File: config.mk
export PLATFORM = sky130hd
export DESIGN_NAME = max_extract_priority_queue
export DESIGN_NICKNAME = d
export VERILOG_FILES = /design/src/hw/rtl/mepq_pkg.sv /design/src/hw/rtl/max_extract_priority_queue.sv /design/src/hw/rtl/mepq_ram.sv /design/src/hw/rtl/mepq_ctrl.sv
export SDC_FILE = /design/constraint.sdc
export NUM_CORES = 1
export LEC_CHECK = 0
export ABC_CLOCK_PERIOD_IN_PS = 9000
export BUFFER_PORTS_ARGS = -buffer_cell sky130_fd_sc_hd__buf_2
export CAP_MARGIN = 20
export CORE_MARGIN = 1
export CORE_UTILIZATION = 50
export DETAILED_ROUTE_END_ITERATION = 7
export PLACE_DENSITY_LB_ADDON = 0.12
export SYNTH_ARGS = -nofsm -noshare
export SYNTH_HDL_FRONTEND = slang
export SYNTH_SLANG_ARGS = --single-unit
File: constraint.sdc
create_clock -name clk -period 9 [get_ports clk]
set_input_delay 0 -clock clk [delete_from_list [all_inputs] [get_ports clk]]
set_output_delay 0 -clock clk [all_outputs]
set_load 0.05 [all_outputs]
File: src/hw/rtl/mepq_pkg.sv
// Shared types and constants for the max-extract priority queue.
package mepq_pkg;

    // Number of entries the queue can hold
    localparam int CAPACITY = 16;
    localparam int VALUE_W  = 32;
    localparam int ADDR_W   = (CAPACITY > 1) ? $clog2(CAPACITY) : 1;
    localparam int CNT_W    = $clog2(CAPACITY + 1);

    typedef enum logic {
        ACT_ENQUEUE = 1'b0,
        ACT_DEQUEUE = 1'b1
    } action_t;

    typedef enum logic [1:0] {
        ST_ADDED   = 2'd0,
        ST_REMOVED = 2'd1,
        ST_EMPTY   = 2'd2,
        ST_FULL    = 2'd3
    } status_t;

    // Command transaction
    typedef struct packed {
        action_t                     action;
        logic signed [VALUE_W-1:0]   item_value;
    } cmd_t;

    // Result transaction
    typedef struct packed {
        status_t                     status;
        logic signed [VALUE_W-1:0]   removed_value;
    } rsp_t;

endpackage

File: src/hw/rtl/max_extract_priority_queue.sv
// Top level of the max-extract priority queue: sequencer, entry RAM, result register.
//
//  channel  | ports               | handshake
//  ---------+---------------------+-----------------------------------------
//  command  | start, busy, cmd    | taken on an edge with start=1, busy=0
//  result   | done, result        | done high one cycle, always taken
//
// An enqueue is handled in the idle state; its result appears the cycle after it is taken.
// A dequeue on N held entries scans them with one read per cycle through
// the single read port of the entry RAM, then refills the freed slot with
// the tail entry. A dequeue on an empty queue returns EMPTY with no scan.
// Reset empties the queue at once; entry contents are not cleared.
// The receiver cannot stall; each result is flagged by done for exactly one cycle.
module max_extract_priority_queue (
    input  logic            clk,
    input  logic            rst_n,
    input  logic            start,
    input  mepq_pkg::cmd_t  cmd,
    output logic            busy,
    output logic            done,
    output mepq_pkg::rsp_t  result
);

    import mepq_pkg::*;

    logic                 wr_en;
    logic [ADDR_W-1:0]    wr_addr;
    logic [VALUE_W-1:0]   wr_data;
    logic                 rd_en;
    logic [ADDR_W-1:0]    rd_addr;
    logic [VALUE_W-1:0]   rd_data;
    logic                 rsp_valid;
    rsp_t                 rsp;
    logic                 done_reg;
    rsp_t                 result_reg;

    mepq_ctrl u_ctrl (
        .clk       (clk),
        .rst_n     (rst_n),
        .start     (start),
        .cmd       (cmd),
        .busy      (busy),
        .rsp_valid (rsp_valid),
        .rsp       (rsp),
        .wr_en     (wr_en),
        .wr_addr   (wr_addr),
        .wr_data   (wr_data),
        .rd_en     (rd_en),
        .rd_addr   (rd_addr),
        .rd_data   (rd_data)
    );

    mepq_ram #(
        .DEPTH  (CAPACITY),
        .WIDTH  (VALUE_W),
        .ADDR_W (ADDR_W)
    ) u_ram (
        .clk     (clk),
        .wr_en   (wr_en),
        .wr_addr (wr_addr),
        .wr_data (wr_data),
        .rd_en   (rd_en),
        .rd_addr (rd_addr),
        .rd_data (rd_data)
    );

    // Result strobe
    always_ff @(posedge clk or negedge rst_n)
    begin
        if (!rst_n)
        begin
            done_reg <= 1'b0;
        end
        else
        begin
            done_reg <= rsp_valid;
        end
    end

    // Result payload
    always_ff @(posedge clk)
    begin
        if (rsp_valid)
        begin
            result_reg <= rsp;
        end
    end

    assign done   = done_reg;
    assign result = result_reg;

endmodule

File: src/hw/rtl/mepq_ram.sv
// Generic single-port-write, single-port-read RAM with registered read data.
module mepq_ram #(
    parameter int DEPTH  = 16,
    parameter int WIDTH  = 32,
    parameter int ADDR_W = 4
) (
    input  logic              clk,
    input  logic              wr_en,
    input  logic [ADDR_W-1:0] wr_addr,
    input  logic [WIDTH-1:0]  wr_data,
    input  logic              rd_en,
    input  logic [ADDR_W-1:0] rd_addr,
    output logic [WIDTH-1:0]  rd_data
);

    logic [WIDTH-1:0] mem [DEPTH];

    // Write port
    always_ff @(posedge clk)
    begin
        if (wr_en)
        begin
            mem[wr_addr] <= wr_data;
        end
    end

    // Read port with registered read data
    always_ff @(posedge clk)
    begin
        if (rd_en)
        begin
            rd_data <= mem[rd_addr];
        end
    end

endmodule

File: src/hw/rtl/mepq_ctrl.sv
// Sequencer: enqueue write, dequeue scan for the maximum, and slot refill.
module mepq_ctrl (
    input  logic                          clk,
    input  logic                          rst_n,
    input  logic                          start,
    input  mepq_pkg::cmd_t                cmd,
    output logic                          busy,
    output logic                          rsp_valid,
    output mepq_pkg::rsp_t                rsp,
    output logic                          wr_en,
    output logic [mepq_pkg::ADDR_W-1:0]   wr_addr,
    output logic [mepq_pkg::VALUE_W-1:0]  wr_data,
    output logic                          rd_en,
    output logic [mepq_pkg::ADDR_W-1:0]   rd_addr,
    input  logic [mepq_pkg::VALUE_W-1:0]  rd_data
);

    import mepq_pkg::*;

    typedef enum logic [2:0] {
        S_IDLE = 3'b001,
        S_SCAN = 3'b010,
        S_MOVE = 3'b100
    } state_t;

    state_t                     state_reg, state_next;
    logic [CNT_W-1:0]           count_reg, count_next;
    logic [ADDR_W-1:0]          idx_reg, idx_next;
    logic [ADDR_W-1:0]          best_idx_reg, best_idx_next;
    logic signed [VALUE_W-1:0]  best_val_reg, best_val_next;
    logic [VALUE_W-1:0]         last_val_reg, last_val_next;
    logic [ADDR_W-1:0]          last_idx;
    logic [CNT_W-1:0]           count_dec;

    assign count_dec = count_reg - CNT_W'(1);
    assign last_idx  = count_dec[ADDR_W-1:0];
    assign busy      = (state_reg != S_IDLE);

    // Next-state and datapath control
    always_comb
    begin
        state_next    = state_reg;
        count_next    = count_reg;
        idx_next      = idx_reg;
        best_idx_next = best_idx_reg;
        best_val_next = best_val_reg;
        last_val_next = last_val_reg;
        wr_en         = 1'b0;
        wr_addr       = best_idx_reg;
        wr_data       = last_val_reg;
        rd_en         = 1'b0;
        rd_addr       = '0;
        rsp_valid     = 1'b0;
        rsp.status        = ST_ADDED;
        rsp.removed_value = '0;

        unique case (state_reg)
            S_IDLE:
            begin
                if (start)
                begin
                    if (cmd.action == ACT_ENQUEUE)
                    begin
                        rsp_valid = 1'b1;
                        if (count_reg == CNT_W'(CAPACITY))
                        begin
                            rsp.status = ST_FULL;
                        end
                        else
                        begin
                            // Append at the tail
                            wr_en      = 1'b1;
                            wr_addr    = count_reg[ADDR_W-1:0];
                            wr_data    = cmd.item_value;
                            count_next = count_reg + CNT_W'(1);
                            rsp.status = ST_ADDED;
                        end
                    end
                    else if (count_reg == '0)
                    begin
                        rsp_valid  = 1'b1;
                        rsp.status = ST_EMPTY;
                    end
                    else
                    begin
                        // Launch read of the first entry
                        rd_en      = 1'b1;
                        rd_addr    = '0;
                        idx_next   = '0;
                        state_next = S_SCAN;
                    end
                end
            end

            S_SCAN:
            begin
                // Running max; first entry seeds it
                if ((idx_reg == '0) || ($signed(rd_data) > best_val_reg))
                begin
                    best_val_next = $signed(rd_data);
                    best_idx_next = idx_reg;
                end
                if (idx_reg == last_idx)
                begin
                    last_val_next = rd_data;
                    state_next    = S_MOVE;
                end
                else
                begin
                    idx_next = idx_reg + ADDR_W'(1);
                    rd_en    = 1'b1;
                    rd_addr  = idx_reg + ADDR_W'(1);
                end
            end

            S_MOVE:
            begin
                // Tail entry fills the freed slot
                wr_en             = 1'b1;
                count_next        = count_dec;
                rsp_valid         = 1'b1;
                rsp.status        = ST_REMOVED;
                rsp.removed_value = best_val_reg;
                state_next        = S_IDLE;
            end

            default:
            begin
                state_next = S_IDLE;
            end
        endcase
    end

    // Control state
    always_ff @(posedge clk or negedge rst_n)
    begin
        if (!rst_n)
        begin
            state_reg <= S_IDLE;
            count_reg <= '0;
        end
        else
        begin
            state_reg <= state_next;
            count_reg <= count_next;
        end
    end

    // Scan datapath
    always_ff @(posedge clk)
    begin
        idx_reg      <= idx_next;
        best_idx_reg <= best_idx_next;
        best_val_reg <= best_val_next;
        last_val_reg <= last_val_next;
    end

endmodule
Word-level counts from Yosys, hierarchy flattened
Memories as Yosys holds them, arrays and structs flattened. A register that Yosys moved wholly into a read port is not among the register bits.
Cells that the tools add are included.
{"block": "totals", "n_memories": 1, "mem_bits_rw": 512, "ff_bits": 115, "inputBits": 36, "rom_bits": 0, "latchBits": 0, "wordCells": 81, "out_inout_bits": 36}
{"name": "u_ram.mem", "depth": 16, "word_bits": 32, "read_ports": 1, "rd_ports_with_merged_regs": 1, "wr": 1, "line": "mepq_ram.sv:16", "rtl": "logic [WIDTH-1:0] mem [DEPTH];"}
{"block": "classes", "multipliers": 0, "shifts": 0, "n_reduce_logical": 10, "n_eq_ne": 13, "add_sub_neg": 3, "n_mux": 44, "bitwise": 0, "magnitude_cmp": 1, "div": 0}
{"op": "two-way mux 32 bit", "n": 4}
{"op": "two-way mux 4 bit", "n": 10}
{"op": "> comparator 32 bit", "n": 1}
{"op": "two-way mux 5 bit", "n": 3}
{"op": "two-way mux 1 bit", "n": 12}
{"op": "two-way mux 3 bit", "n": 4}
{"op": "inequality test 2 bit, second input constant", "n": 6}
{"op": "one-hot mux 5 bit (2 select lines)", "n": 1}
{"op": "two-way mux 2 bit", "n": 4}
{"op": "one-hot mux 4 bit (2 select lines)", "n": 1}
{"op": "AND reduction 4 bit", "n": 2}
{"op": "one-hot mux 1 bit (2 select lines)", "n": 3}
{"op": "one-hot mux 3 bit (2 select lines)", "n": 1}
{"op": "adder 5 x 1 -> 5 bit, second input constant", "n": 1}
{"op": "== test 5 bit, second input constant", "n": 1}
{"op": "zero test 5 bit", "n": 1}
{"op": "AND reduction 5 bit", "n": 1}
{"op": "subtractor 5 x 1 -> 5 bit, second input constant", "n": 1}
{"op": "adder 4 x 1 -> 4 bit, second input constant", "n": 1}
{"op": "== test 4 bit", "n": 1}
{"op": "zero test 4 bit", "n": 1}
{"op": "one-hot mux 2 bit (2 select lines)", "n": 1}
{"op": "AND reduction 2 bit", "n": 2}
{"op": "nonzero test 2 bit", "n": 2}
{"op": "other kinds (6)", "n": 6}

Longest topological paths before layout
Gate-level depths: netlist of run 1.
{"block": "logic_depth", "ltp_word": 7, "depth_mapped": 11, "ltp_nobuf": 8}

By module
Synthesis of run 1 repeated with hierarchy kept, for this count alone.
{"block": "hier_totals", "cells_unflattened": 1289, "area_unflattened_um2": 25406.9}
{"mod": "mepq_ram", "cells_each": 838, "n_inst": 1, "seq_area_each_um2": 16335.7, "area_each_um2": 20155.6}
{"mod": "mepq_ctrl", "cells_each": 416, "n_inst": 1, "seq_area_each_um2": 2363.5, "area_each_um2": 4205.3}
{"mod": "max_extract_priority_queue", "cells_each": 35, "n_inst": 1, "seq_area_each_um2": 1046.0, "area_each_um2": 1046.0}

Worst setup path after synthesis of run 1
OpenSTA, ideal clock, no wires.
{"block": "synth_timing", "path_type": "register to register", "from": "register u_ram.rd_data[7] (read register of u_ram.mem)", "to": "register u_ctrl.best_idx_reg[0], enable pin", "stages_incl_launch_ff": 8, "setup_slack_ps": 4367, "arrival_time_ps": 4159, "path_cell_list": "edfxtp_1 ha_1 a21oi_1 o21ai_0 a2111o_1 a221oi_1 nor4_1 nor3_1"}
{"block": "synth_via", "elab_chain_len": 3}
{"item": "from (decl)", "line": "mepq_ram.sv:13", "rtl": "output logic [WIDTH-1:0] rd_data"}
{"item": "> comparator 32 bit", "line": "mepq_ctrl.sv:98", "rtl": "if ((idx_reg == '0) || ($signed(rd_data) > best_val_reg))"}
{"item": "logical OR 1 bit", "line": "mepq_ctrl.sv:98"}
{"item": "AND reduction 2 bit (no source line)"}
{"item": "to (signal assigned)", "line": "mepq_ctrl.sv:153", "rtl": "best_idx_reg <= best_idx_next;"}
{"item": "to (decl)", "line": "mepq_ctrl.sv:29", "rtl": "logic [ADDR_W-1:0] best_idx_reg, best_idx_next;"}
No other way between the ends.
A chain may end at the register's enable or synchronous reset.

Final worst setup path of run 1
{"block": "layout_timing", "from": "register u_ctrl.count_reg[0]", "to": "register u_ram.rd_data[13] (read register of u_ram.mem), data pin"}
{"block": "layout_via", "elab_chain_len": 5}
{"item": "from (decl)", "line": "mepq_ctrl.sv:27", "rtl": "logic [CNT_W-1:0] count_reg, count_next;"}
{"item": "from (signal assigned)", "line": "mepq_ctrl.sv:145", "rtl": "count_reg <= count_next;"}
{"item": "branches (longest 5 deep; another with subtractor 5 x 1 -> 5 bit)"}
Several ways; the timed one is not identified.

==> impl_results.md, run 1 <==
* TritonCTS Buffers at just under 70
* Clock root cell: clkbuf_16
* Avg Cell Area, Syn at approximately 17 µm²
* Initial DRC count at ~1600
* Crit Path Class: reg -> reg
* Worst setup SP type: flip-flop
* Initial Util at 0.509
* Max FO, Critical Path at a little over 70
* Antenna cells at 0
* DRT met1 WL at ~28000 µm
* Initial antenna violation count at 0
* Height of the die at between 200 and 250 µm
* Reg power frac at 0.503
* Via/cell ratio at ~6
* Clk network pwr share at 0.366
* GR Overflow Total at 0
* CTS resizes at 0
* Most used DFF post-synth: edfxtp_1
* Pwr Density at 247 nW/µm²
* Worst Tran Pin Value at approximately 1.1 ns
* Post-Synth Adder-Cell Area at 0.0171
* Net load switching power at about 1900 µW
* Layout cells sized above 1 at 0.185
* Comb power frac at 0.132
* DRT Pass-1 Iters at 7
* Largest net degree at the start of global routing at 72
* Gpl congestion at 0.780
* Max Freq at approximately 0.22 GHz
* Clock skew at ~0.016 ns
* FP Rows at 83
* CP max stage cell: or2_4
* # Post-CTS Setup Buffers at 0
* Post-CTS Hold Fix Bufs at 33
* Routed vias at approximately 14000
* Die W at between 200 and 250 µm
* CTS tree: yes
* Longest Clk Path Bufs at 3
* Status: complete, no violations
* Final net count at 1746
* Area grow syn2layout at 13.6%
* H-tree depth at 3
* Critical path capture point type: flip-flop
* WP data arrival at about 4.9 ns
* Worst-path clk slew at approximately 0.06 ns
* RSZ-0062 raised after global routing: no
* Port Buf Inserts at ~70
* Synth Register Bits at around 660
* Worst Path Required at between 9 and 10 ns
* Largest family of logic cells by synthesized area: compound AO/OA/AOI/OAI gates
* Max FFs per register at 512
* Worst path bufs/invs at 3
* Cell variety after synth at 58
* DRC Markers at 0
* Cells after Synth at ~1600
* Uppermost layer routed: met4
* Final setup fails at 0
* Register area share after synthesis at 0.749
* Global-route wire length before repair at between 90000 and 100000 µm
* Hold Vio Cnt, Final at 0
* Max Cap Viol at 0
* Fin. max-slew vios at 0
* CP cell instances: inv_1 > ha_1 > xnor3_1 > nand3_1 > or2_4 > buf_4 > nand2_2 > buf_4 > a211oi_1 > o32ai_1
* Compound-Gate Fraction of Synth Area at 0.107
* Headroom to the max-slew limit at 0.268
* Worst skew pair latency at between 0.5 and 0.6 ns
* Met3 routed WL at approximately 4200 µm
* ANT nets after route at 0
* Most used cell, CP: buf_4
* Delay-heaviest family, CP: simple AND/OR/NAND/NOR gates
* Die ar. at ~54000 µm²
* Final TNS setup at 0 ns
* Clock Sinks at approximately 660
* Vias in the first global route at ~15000
* Fin crit period at approximately 4.6 ns
* Tcrit/Tclk final at 0.507
* Post-synth EDFFs at 650
* Global Route Usage Sum at 0.242
* WL/cell at 26.4 µm
* Mapped cell area at 26300 µm²
* Sw Ratio at 0.260
* LEAKAGE at 0.00953 µW
* VDD IR-drop max at 0.144 mV
* Post-synthesis xor/xnor area fraction at 0.00451
* Core Util, Final at 0.579
* Io pins at 72
* Area share of and/or/nand/nor cells after synthesis at 0.0332
* Mux share of post-synthesis cell area at 0.0631
* Internal power at roughly 5500 µW
* Async SR Flop Fraction at 0.0137
* Largest stage delay, worst path at 0.84 ns
* Post-Route WL at 63300 µm
* Yosys warns at 0
* Core ar. at slightly above 50000 µm²
* Worst Hold Class: in -> reg
* Post-Syn Nets at ~1600
* Met2 WL at ~30000 µm
* Post-DP HPWL at approximately 33000 µm
==> power by group through the flow <==
stage               Sequential [µW]  Combinational (µW)  Clock [µW]
CTS                            3710                 975        2740
finish                         3710                 971        2700
floorplan                      3810                 587           0
detailed placement             3770                 961           0
global placement               3770                 950           0
global route                   3720                1050        2850
==> area by class of cell <==
class / count / area (µm²)
inverter: 43 / 166
fill: 3983 / 21800
tap: 680 / 851
multi-input combinational: 763 / 6080
clock inverter: 37 / 299
sequential: 659 / 19700
timing repair buffer: 139 / 968
clock buffer: 81 / 1810
==> metrics by stage <==
step                instance area (µm²)  setup WS (ns)  std cells  hold slack (ns)  total power (µW)
finish                            29900           4.44       2402           0.0232              7380
global placement                  27500           4.51       2250           -0.140              4720
detailed placement                27500           4.48       2250           -0.134              4730
floorplan                         26300           4.37       1561           -0.296              4400
CTS                               29900           4.46       2401          0.00794              7430
global route                      29900           4.22       2402           0.0409              7620
==> cells in the mapped netlist, types with 3 or more instances <==
cell type | instances | share of area
a211oi_1 | 10 | 0.0028
a211oi_2 | 23 | 0.011
a21o_1 | 3 | 0.00085
a21oi_1 | 49 | 0.0093
a221o_1 | 32 | 0.012
a22oi_1 | 65 | 0.019
a31oi_1 | 5 | 0.0012
and2_1 | 3 | 0.00071
and3_1 | 3 | 0.00071
buf_1 | 6 | 0.00085
buf_2 | 49 | 0.0093
buf_4 | 6 | 0.0017
buf_6 | 11 | 0.0047
clkbuf_1 | 23 | 0.0033
dfrtp_1 | 8 | 0.0076
edfxtp_1 | 650 | 0.74
ha_1 | 36 | 0.017
inv_1 | 41 | 0.0058
mux2_2 | 64 | 0.027
mux2i_1 | 94 | 0.036
nand2_1 | 50 | 0.0071
nand2_2 | 4 | 0.00095
nand3_1 | 36 | 0.0068
nand4_1 | 7 | 0.0017
nor2_1 | 63 | 0.0090
nor3_1 | 6 | 0.0011
nor3b_1 | 3 | 0.00085
nor4_1 | 4 | 0.00095
o21a_1 | 3 | 0.00085
o21ai_0 | 70 | 0.013
o2bb2ai_1 | 63 | 0.021
o32ai_1 | 32 | 0.011
xnor2_1 | 8 | 0.0027
xor2_1 | 3 | 0.0010
==> layer usage <==
metal	track usage	vias to the layer above
met5	0	-
met4	0.0730	0
met3	0.0344	81
met2	0.391	518
met1	0.340	7340
li1	-	6484
==> cell usage in the layout (no fill, tap or decap), types with 36 or more instances in the layout <==
master / instances
a21oi_1: 49
a22oi_1: 65
buf_2: 71
clkbuf_16: 71
edfxtp_1: 650
ha_1: 36
inv_1: 41
mux2_2: 64
mux2i_1: 94
nand2_1: 50
nand3_1: 36
nor2_1: 46
o21ai_0: 69
o2bb2ai_1: 63
==> final timing paths <==
check                               startpoint                       to  slack [ns]  depth (start not counted)
min in group asynchronous                rst_n      u_ctrl.state_reg[0]        0.45                          3
max in group asynchronous                rst_n                     done        7.72                          4
min reg2reg                  u_ram.rd_data[19]  u_ctrl.last_val_reg[19]        0.49                          0
max reg2reg                u_ctrl.count_reg[0]        u_ram.rd_data[13]        4.44                         10
max                        u_ctrl.count_reg[0]        u_ram.rd_data[13]        4.44                         10
min                                    cmd[18]        u_ram.mem[13][18]        0.02                          2
==> logic make-up (layout without fill, tap and decap cells) <==
logic type | count (synthesis) | count (layout)
AO/OA/AOI/OAI | 369 | 369
XOR/XNOR | 12 | 12
adder cells (fa/ha/maj) | 36 | 36
buffers and inverters | 139 | 300
flip-flops | 659 | 659
multiplexers | 158 | 158
AND/OR/NAND/NOR | 188 | 188
No activity file was read; power rests on OpenSTA's default activity.
==> inputs of run 2 (changes only) <==
--- a/config.mk
+++ b/config.mk
@@ -5,7 +5,7 @@
 export SDC_FILE = /design/constraint.sdc
 export NUM_CORES = 1
 export LEC_CHECK = 0
-export ABC_CLOCK_PERIOD_IN_PS = 9000
+export ABC_CLOCK_PERIOD_IN_PS = 4400
 export BUFFER_PORTS_ARGS = -buffer_cell sky130_fd_sc_hd__buf_2
 export CAP_MARGIN = 20
 export CORE_MARGIN = 1
==> constraint.sdc (replaced) <==
create_clock -name clk -period 4.4 [get_ports clk]
set_input_delay 0 -clock clk [delete_from_list [all_inputs] [get_ports clk]]
set_output_delay 0 -clock clk [all_outputs]
set_load 0.05 [all_outputs]
==> run 2 against run 1 <==
Combinational power up 100%; design area up 0.72%; largest cell class unchanged; sequential cell count unchanged; sequential power up 110%; first-iteration DRC count down 20%; clock-buffer cell count up 4; register-to-register slack worse by 3.7 ns; utilization up 0.41 points; fmax up 25%; via count up 0.67%; hold slack worse by 0.0056 ns.
==> impl_results.md, run 2 (synthesis gave the netlist of run 1 again) <==
* Worst-case reg-to-reg path depth at 7 (-3)
* Io pins at 72 (unchanged)
* Reg-to-reg endpoint: u_ctrl.best_val_reg[15]
* Worst skew pair latency at 0.60 ns (about the same)
* Post-Route WL at 62500 µm (-1.4%)
* Reg-to-reg startpoint: u_ram.rd_data[13]
* Headroom to the max-slew limit at 0.272 (+0.00339)
* DRT Pass-1 Iters at 5 (-2)
* GR Overflow Total at 0 (unchanged)
* Antenna cells at 0 (unchanged)
* CTS tree: yes
* Clock root cell: clkbuf_16
* CTS resizes at 0 (unchanged)
* Fin. max-slew vios at 0 (unchanged)
* Gpl congestion at 0.848 (+8.8%)
* Max Freq at 0.274 GHz (+25%)
* Commonest non-fill, non-tap cell in the layout: edfxtp_1
* Commonest non-fill, non-tap cells in the layout: 650 x edfxtp_1, 94 x mux2i_1, 72 x clkbuf_16, 71 x buf_2, 69 x o21ai_0
* Largest net degree at the start of global routing at 100 (+39%)
* Fin crit period at 3.66 ns (-0.908 ns)
* R2R setup slack at 0.74 ns (-3.69 ns)
* Hold Vio Cnt, Final at 0 (unchanged)
* CP max stage cell: nor4_1
* Initial antenna violation count at 5 (+5)
* Fillers at 3963 (-0.50%)
* FP Rows at 83 (unchanged)
* Height of the die at 232 µm (unchanged)
* Global-route wire length before repair at 92700 µm (-1.1%)
* Placed Instances at 2261 (+0.49%)
* LEAKAGE at 0.00962 µW (+0.90%)
* Storage cell area at 19700 µm² (unchanged)
* Clock Sinks at 659 (unchanged)
* Worst-path clk slew at 0.06 ns (about the same)
* # Post-CTS Setup Buffers at 0 (unchanged)
* WL/cell at 25.9 µm (-1.9%)
* Status: complete, no violations
* Final TNS setup at 0 ns (unchanged)
* Final worst setup slack at 0.744 ns (-3.69 ns)
* Worst Path Required at 4.66 ns (-4.67 ns)
* Tcrit/Tclk final at 0.831 (+0.324)
* Crit Path Class: reg -> reg
* Initial Util at 0.509 (unchanged)
* CP cell instances: ha_1 > nand4_1 > nor4_1 > a221oi_1 > o21ba_2 > nor3_4 > buf_4
* Via/cell ratio at 6.01 (+0.17%)
* Clock skew at 0.0192 ns (+0.00340 ns)
* Max FO, Critical Path at 28 (-61%)
* Worst Tran Pin Value at 1.09 ns (-0.0102 ns)
* Final net count at 1755 (+0.52%)
* Die ar. at 53600 µm² (unchanged)
* Max FFs per register at 512 (unchanged)
* ANT nets after route at 0 (unchanged)
* Worst setup SP type: flip-flop
* Final setup fails at 0 (unchanged)
* Vias in the first global route at 14400 (-1.3%)
* Dpl ws at 0.785 ns (-3.69 ns)
* Longest Clk Path Bufs at 3 (unchanged)
* Post-DP HPWL at 35900 µm (+10%)
* WP data arrival at 3.91 ns (-0.98 ns)
* Core ar. at 51700 µm² (unchanged)
* Pwr Density at 505 nW/µm² (+110%)
* Hold Crit Start: cmd[27]
* Worst Hold Class: in -> reg
* VDD IR-drop max at 0.272 mV (+90%)
* Largest stage delay, worst path at 0.71 ns (-0.13 ns)
* Critical path capture point type: flip-flop
* Area grow syn2layout at 14.4%
* DRC Markers at 0 (unchanged)
* Initial DRC count at 1311 (-20%)
* Routed vias at 14500 (+0.67%)
* Port Buf Inserts at 71 (unchanged)
* H-tree depth at 3 (unchanged)
* Hold EP: u_ram.mem[11][27]
* Layout cells sized above 1 at 0.191 (+0.00622)
* Die W at 232 µm (unchanged)
* Hold Path Depth at 2 (unchanged)
* Max Cap Viol at 0 (unchanged)
* RSZ-0062 raised after global routing: no
* Global Route Usage Sum at 0.237 (-0.00405)
* Multi-input logic area at 6090 µm² (+0.10%)
* Fin cells at 2414 (+0.50%)
* TritonCTS Buffers at 69 (+1.5%)
run 2: how the worst max path moves through the flow:
stage | startpoint | depth (start not counted) | slack [ns] | endpoint
after floorplan | u_ctrl.count_reg[0] | 6 | 0.35 | result[0]
after global placement | u_ram.rd_data[13] | 7 | 0.77 | u_ctrl.best_val_reg[16]
after detailed placement | u_ram.rd_data[13] | 7 | 0.79 | u_ctrl.best_val_reg[18]
after CTS | u_ram.rd_data[13] | 7 | 0.76 | u_ctrl.best_val_reg[20]
after global routing | u_ctrl.state_reg[2] | 6 | 0.66 | u_ram.mem[15][14]
final | u_ram.rd_data[13] | 7 | 0.74 | u_ctrl.best_val_reg[15]
run 2: per-stage QoR:
step	area, µm²	total power (µW)	hold slack, ns	util
3_3_place_gp	27700	9650	-0.143	0.535
6_report	30100	15200	0.0176	0.583
4_1_cts	30100	15300	0.000732	0.582
2_1_floorplan	26400	9000	-0.296	-
5_1_grt	30100	15700	0.0293	0.583
3_5_place_dp	27700	9700	-0.133	0.535
run 2: repair_timing:
| item | CTS | global route |
|---|---|---|
| hold buffers | 29 | 1 |
| endpoints found under the setup margin | 0 | 0 |
| hold endpoints to repair | 394 | 1 |
run 2: layout make-up:
type                       count  share of cell area
clock buffer                  85              0.0614
clock inverter                37              0.0104
inverter                      43             0.00552
multi-input combinational    763               0.202
sequential                   659               0.655
tap                          680              0.0282
timing repair buffer         147              0.0374
run 2: critical path: cells and delay by family, from the launching register on:
family                     cells  cell delay (ns)
buffers and inverters          1             0.45
and+or+nand+nor                3             1.32
adders and majority gates      1             0.36
DFF                            1             0.52
AOI/OAI and AO/OA              2             0.66
run 2: routing by layer:
| metal | vias to the layer above | global-route usage | part of all wire |
|---|---|---|---|
| met5 | - | 0 | 0 |
| met4 | 0 | 0.0804 | 0.024 |
| met3 | 83 | 0.0386 | 0.072 |
| met2 | 558 | 0.372 | 0.47 |
| met1 | 7375 | 0.339 | 0.44 |
| li1 | 6504 | - | - |
run 2: power breakdown:
part	internal, µW	switching, µW	total (µW)	leakage (µW)
clock network	3280	2360	5640	0.00106
logic	588	1400	1990	0.00257
registers	7390	220	7610	0.00599
==> inputs of run 3 (changes only) <==
--- a/config.mk
+++ b/config.mk
@@ -5,7 +5,7 @@
 export SDC_FILE = /design/constraint.sdc
 export NUM_CORES = 1
 export LEC_CHECK = 0
-export ABC_CLOCK_PERIOD_IN_PS = 4400
+export ABC_CLOCK_PERIOD_IN_PS = 3800
 export BUFFER_PORTS_ARGS = -buffer_cell sky130_fd_sc_hd__buf_2
 export CAP_MARGIN = 20
 export CORE_MARGIN = 1
==> constraint.sdc (replaced) <==
create_clock -name clk -period 3.8 [get_ports clk]
set_input_delay 0 -clock clk [delete_from_list [all_inputs] [get_ports clk]]
set_output_delay 0 -clock clk [all_outputs]
set_load 0.05 [all_outputs]
==> run 3 against run 2 <==
Fmax up 2.0%; critical path type unchanged; highest routed layer unchanged; first-iteration DRC count is 10% higher; sequential share of layout area shrank 0.15 points; clock skew fell by 0.0036 ns; largest power group unchanged.
==> impl_results.md, run 3 (synthesis gave the netlist of run 1 again) <==
* # Post-CTS Setup Buffers at 0 (unchanged)
* Internal power at 12900 µW (+14%)
* Reg power frac at 0.504 (+0.005)
* Final net count at 1777 (+1.3%)
* DRC Markers at 0 (unchanged)
* Hold Vio Cnt, Final at 0 (unchanged)
* Clock Sinks at 659 (unchanged)
* Final TNS setup at 0 ns (unchanged)
* Initial DRC count at 1446 (+10%)
* Worst skew pair latency at 0.60 ns (about the same)
* Pwr Density at 578 nW/µm² (+14%)
* WP data arrival at 3.89 ns (-0.02 ns)
* Height of the die at 232 µm (unchanged)
* Longest Clk Path Bufs at 3 (unchanged)
* Post-DP HPWL at 38100 µm (+6.3%)
* Largest stage delay, worst path at 0.59 ns (-0.12 ns)
* Port Buf Inserts at 71 (unchanged)
* Clock root cell: clkbuf_16
* Reg-to-reg startpoint: u_ctrl.count_reg[0]
* Io pins at 72 (unchanged)
* Critical path capture point type: flip-flop
* Hold Slack at 0.0260 ns (+0.00831 ns)
* Fin cells at 2431 (+0.70%)
* Commonest non-fill, non-tap cell in the layout: edfxtp_1
* CP cell instances: inv_1 > ha_1 > xnor3_1 > nand3_1 > or2_4 > o21ai_4 > buf_4 > a22oi_1 > o32ai_1
* Area grow syn2layout at 14.6%
* Tcrit/Tclk final at 0.943 (+0.112)
* Comb power frac at 0.138 (+0.007)
* Area after DPL at 27800 µm² (+0.61%)
* Worst Hold Class: in -> reg
* Clock skew at 0.0157 ns (-0.00355 ns)
* Worst-path clk slew at 0.06 ns (about the same)
* Worst Tran Pin Value at 0.986 ns (-0.101 ns)
* Fillers at 3929 (-0.86%)
* Clk network pwr share at 0.357 (-0.013)
* DRT Pass-1 Iters at 5 (unchanged)
* Worst setup SP type: flip-flop
* CTS tree: yes
* Status: complete, no violations
* CP max stage cell: o32ai_1
* Headroom to the max-slew limit at 0.339 (+0.0676)
* Die W at 232 µm (unchanged)
* RSZ-0062 raised after global routing: no
* Core ar. at 51700 µm² (unchanged)
* Storage cell area at 19700 µm² (unchanged)
* Routed vias at 14600 (+0.59%)
* FP Rows at 83 (unchanged)
* Max Freq at 0.279 GHz (+2.0%)
* WL/cell at 26.7 µm (+3.1%)
* Fin crit period at 3.58 ns (-0.0732 ns)
* ANT nets after route at 0 (unchanged)
* Multi-input logic area at 6120 µm² (+0.49%)
* Final Cell Area at 30200 µm² (+0.22%)
* Crit Path Class: reg -> reg
* Post-Route WL at 64900 µm (+3.8%)
* Fin. max-slew vios at 0 (unchanged)
* Die ar. at 53600 µm² (unchanged)
* Placed Instances at 2285 (+1.1%)
* VDD IR-drop max at 0.337 mV (+24%)
* TritonCTS Buffers at 68 (-1.4%)
* CP startpoint: u_ctrl.count_reg[0]
* Global Route Usage Sum at 0.248 (+0.0105)
* Final setup fails at 0 (unchanged)
* Via/cell ratio at 6.01 (-0.11%)
* Worst Path Required at 4.11 ns (-0.55 ns)
* Commonest non-fill, non-tap cells in the layout: 650 x edfxtp_1, 94 x mux2i_1, 73 x clkbuf_16, 71 x buf_2, 69 x o21ai_0
* Global-route wire length before repair at 96300 µm (+3.9%)
* Max Cap Viol at 0 (unchanged)
* Layout cells sized above 1 at 0.201 (+0.00968)
* Max FO, Critical Path at 38 (+36%)
* Initial antenna violation count at 3 (-2)
* Sw Ratio at 0.264 (+0.00232)
* Initial Util at 0.509 (unchanged)
* Max FFs per register at 512 (unchanged)
* LEAKAGE at 0.00968 µW (+0.70%)
* Gpl congestion at 0.843 (-0.59%)
* GR Overflow Total at 0 (unchanged)
* Largest net degree at the start of global routing at 52 (-48%)
* Hold Crit Start: cmd[7]
* H-tree depth at 3 (unchanged)
* Vias in the first global route at 14700 (+2.3%)
* Net load switching power at 4610 µW (+16%)
-- run 3: cell count changes in the layout (fill, tap and decap cells not counted), moves of 2 or more --
cell / delta
buf_12: -2
buf_4: +25
bufinv_16: -3
inv_6: -3
o32ai_1: -4
o32ai_2: +4
-- run 3: power by group through the flow --
stage          clock network (µW)  registers (µW)  logic (µW)
3_5_place_dp                    0            8950        2390
2_1_floorplan                   0            9020        1390
6_report                     6250            8810        2420
5_1_grt                      6620            8840        2610
4_1_cts                      6350            8800        2420
3_3_place_gp                    0            8940        2360
-- run 3: critical path, delay by kind of cell (launching register included) --
kind	cells	cell delay, ns
and+or+nand+nor	2	0.60
xor gates and xnor gates	1	0.31
adders and majority gates	1	0.30
buffers and inverters	2	0.65
AOI/OAI and AO/OA	3	0.90
DFF	1	0.50
-- run 3: area by class of cell --
| class | count | share of cell area |
|---|---|---|
| Multi-Input combinational cell | 763 | 0.203 |
| Timing Repair Buffer | 170 | 0.0422 |
| Sequential cell | 659 | 0.654 |
| Clock inverter | 28 | 0.00567 |
| Inverter | 43 | 0.00551 |
| Clock buffer | 87 | 0.0622 |
| Tap cell | 680 | 0.0282 |
| Antenna cell | 1 | 0.0000828 |
-- run 3: worst paths after layout --
check | to | slack [ns] | depth (start not counted)
worst max register to register | u_ram.rd_data[14] | 0.22 | 9
worst min-delay path | u_ram.mem[4][7] | 0.03 | 2
max in group asynchronous | u_ctrl.state_reg[0] | 3.05 | 3
min in group asynchronous | u_ctrl.state_reg[2] | 0.42 | 3
worst min register to register | u_ctrl.last_val_reg[27] | 0.50 | 0
worst max-delay path | u_ram.rd_data[14] | 0.22 | 9
-- run 3: stage by stage --
| step | utilization | total power, µW | worst slack, ns |
|---|---|---|---|
| after detailed placement | 0.538 | 11300 | 0.122 |
| final | 0.584 | 17500 | 0.218 |
| after global routing | 0.584 | 18100 | 0.0993 |
| after global placement | 0.538 | 11300 | 0.110 |
| after CTS | 0.583 | 17600 | 0.0991 |
| after floorplan | - | 10400 | 0.149 |
-- run 3: what timing repair did --
| action | CTS | global route |
|---|---|---|
| hold buffers | 30 | 0 |
| endpoints found under the setup margin | 0 | 4 |
| hold endpoints to repair | 428 | 0 |
| gates resized for setup | 0 | 4 |
-- run 3: metal layers --
metal  wire length (µm)  track usage  share of wire
met5                  0            0              0
met4               1330       0.0748          0.021
met1              28400        0.354           0.44
met3               4760       0.0449          0.073
met2              30400        0.389           0.47
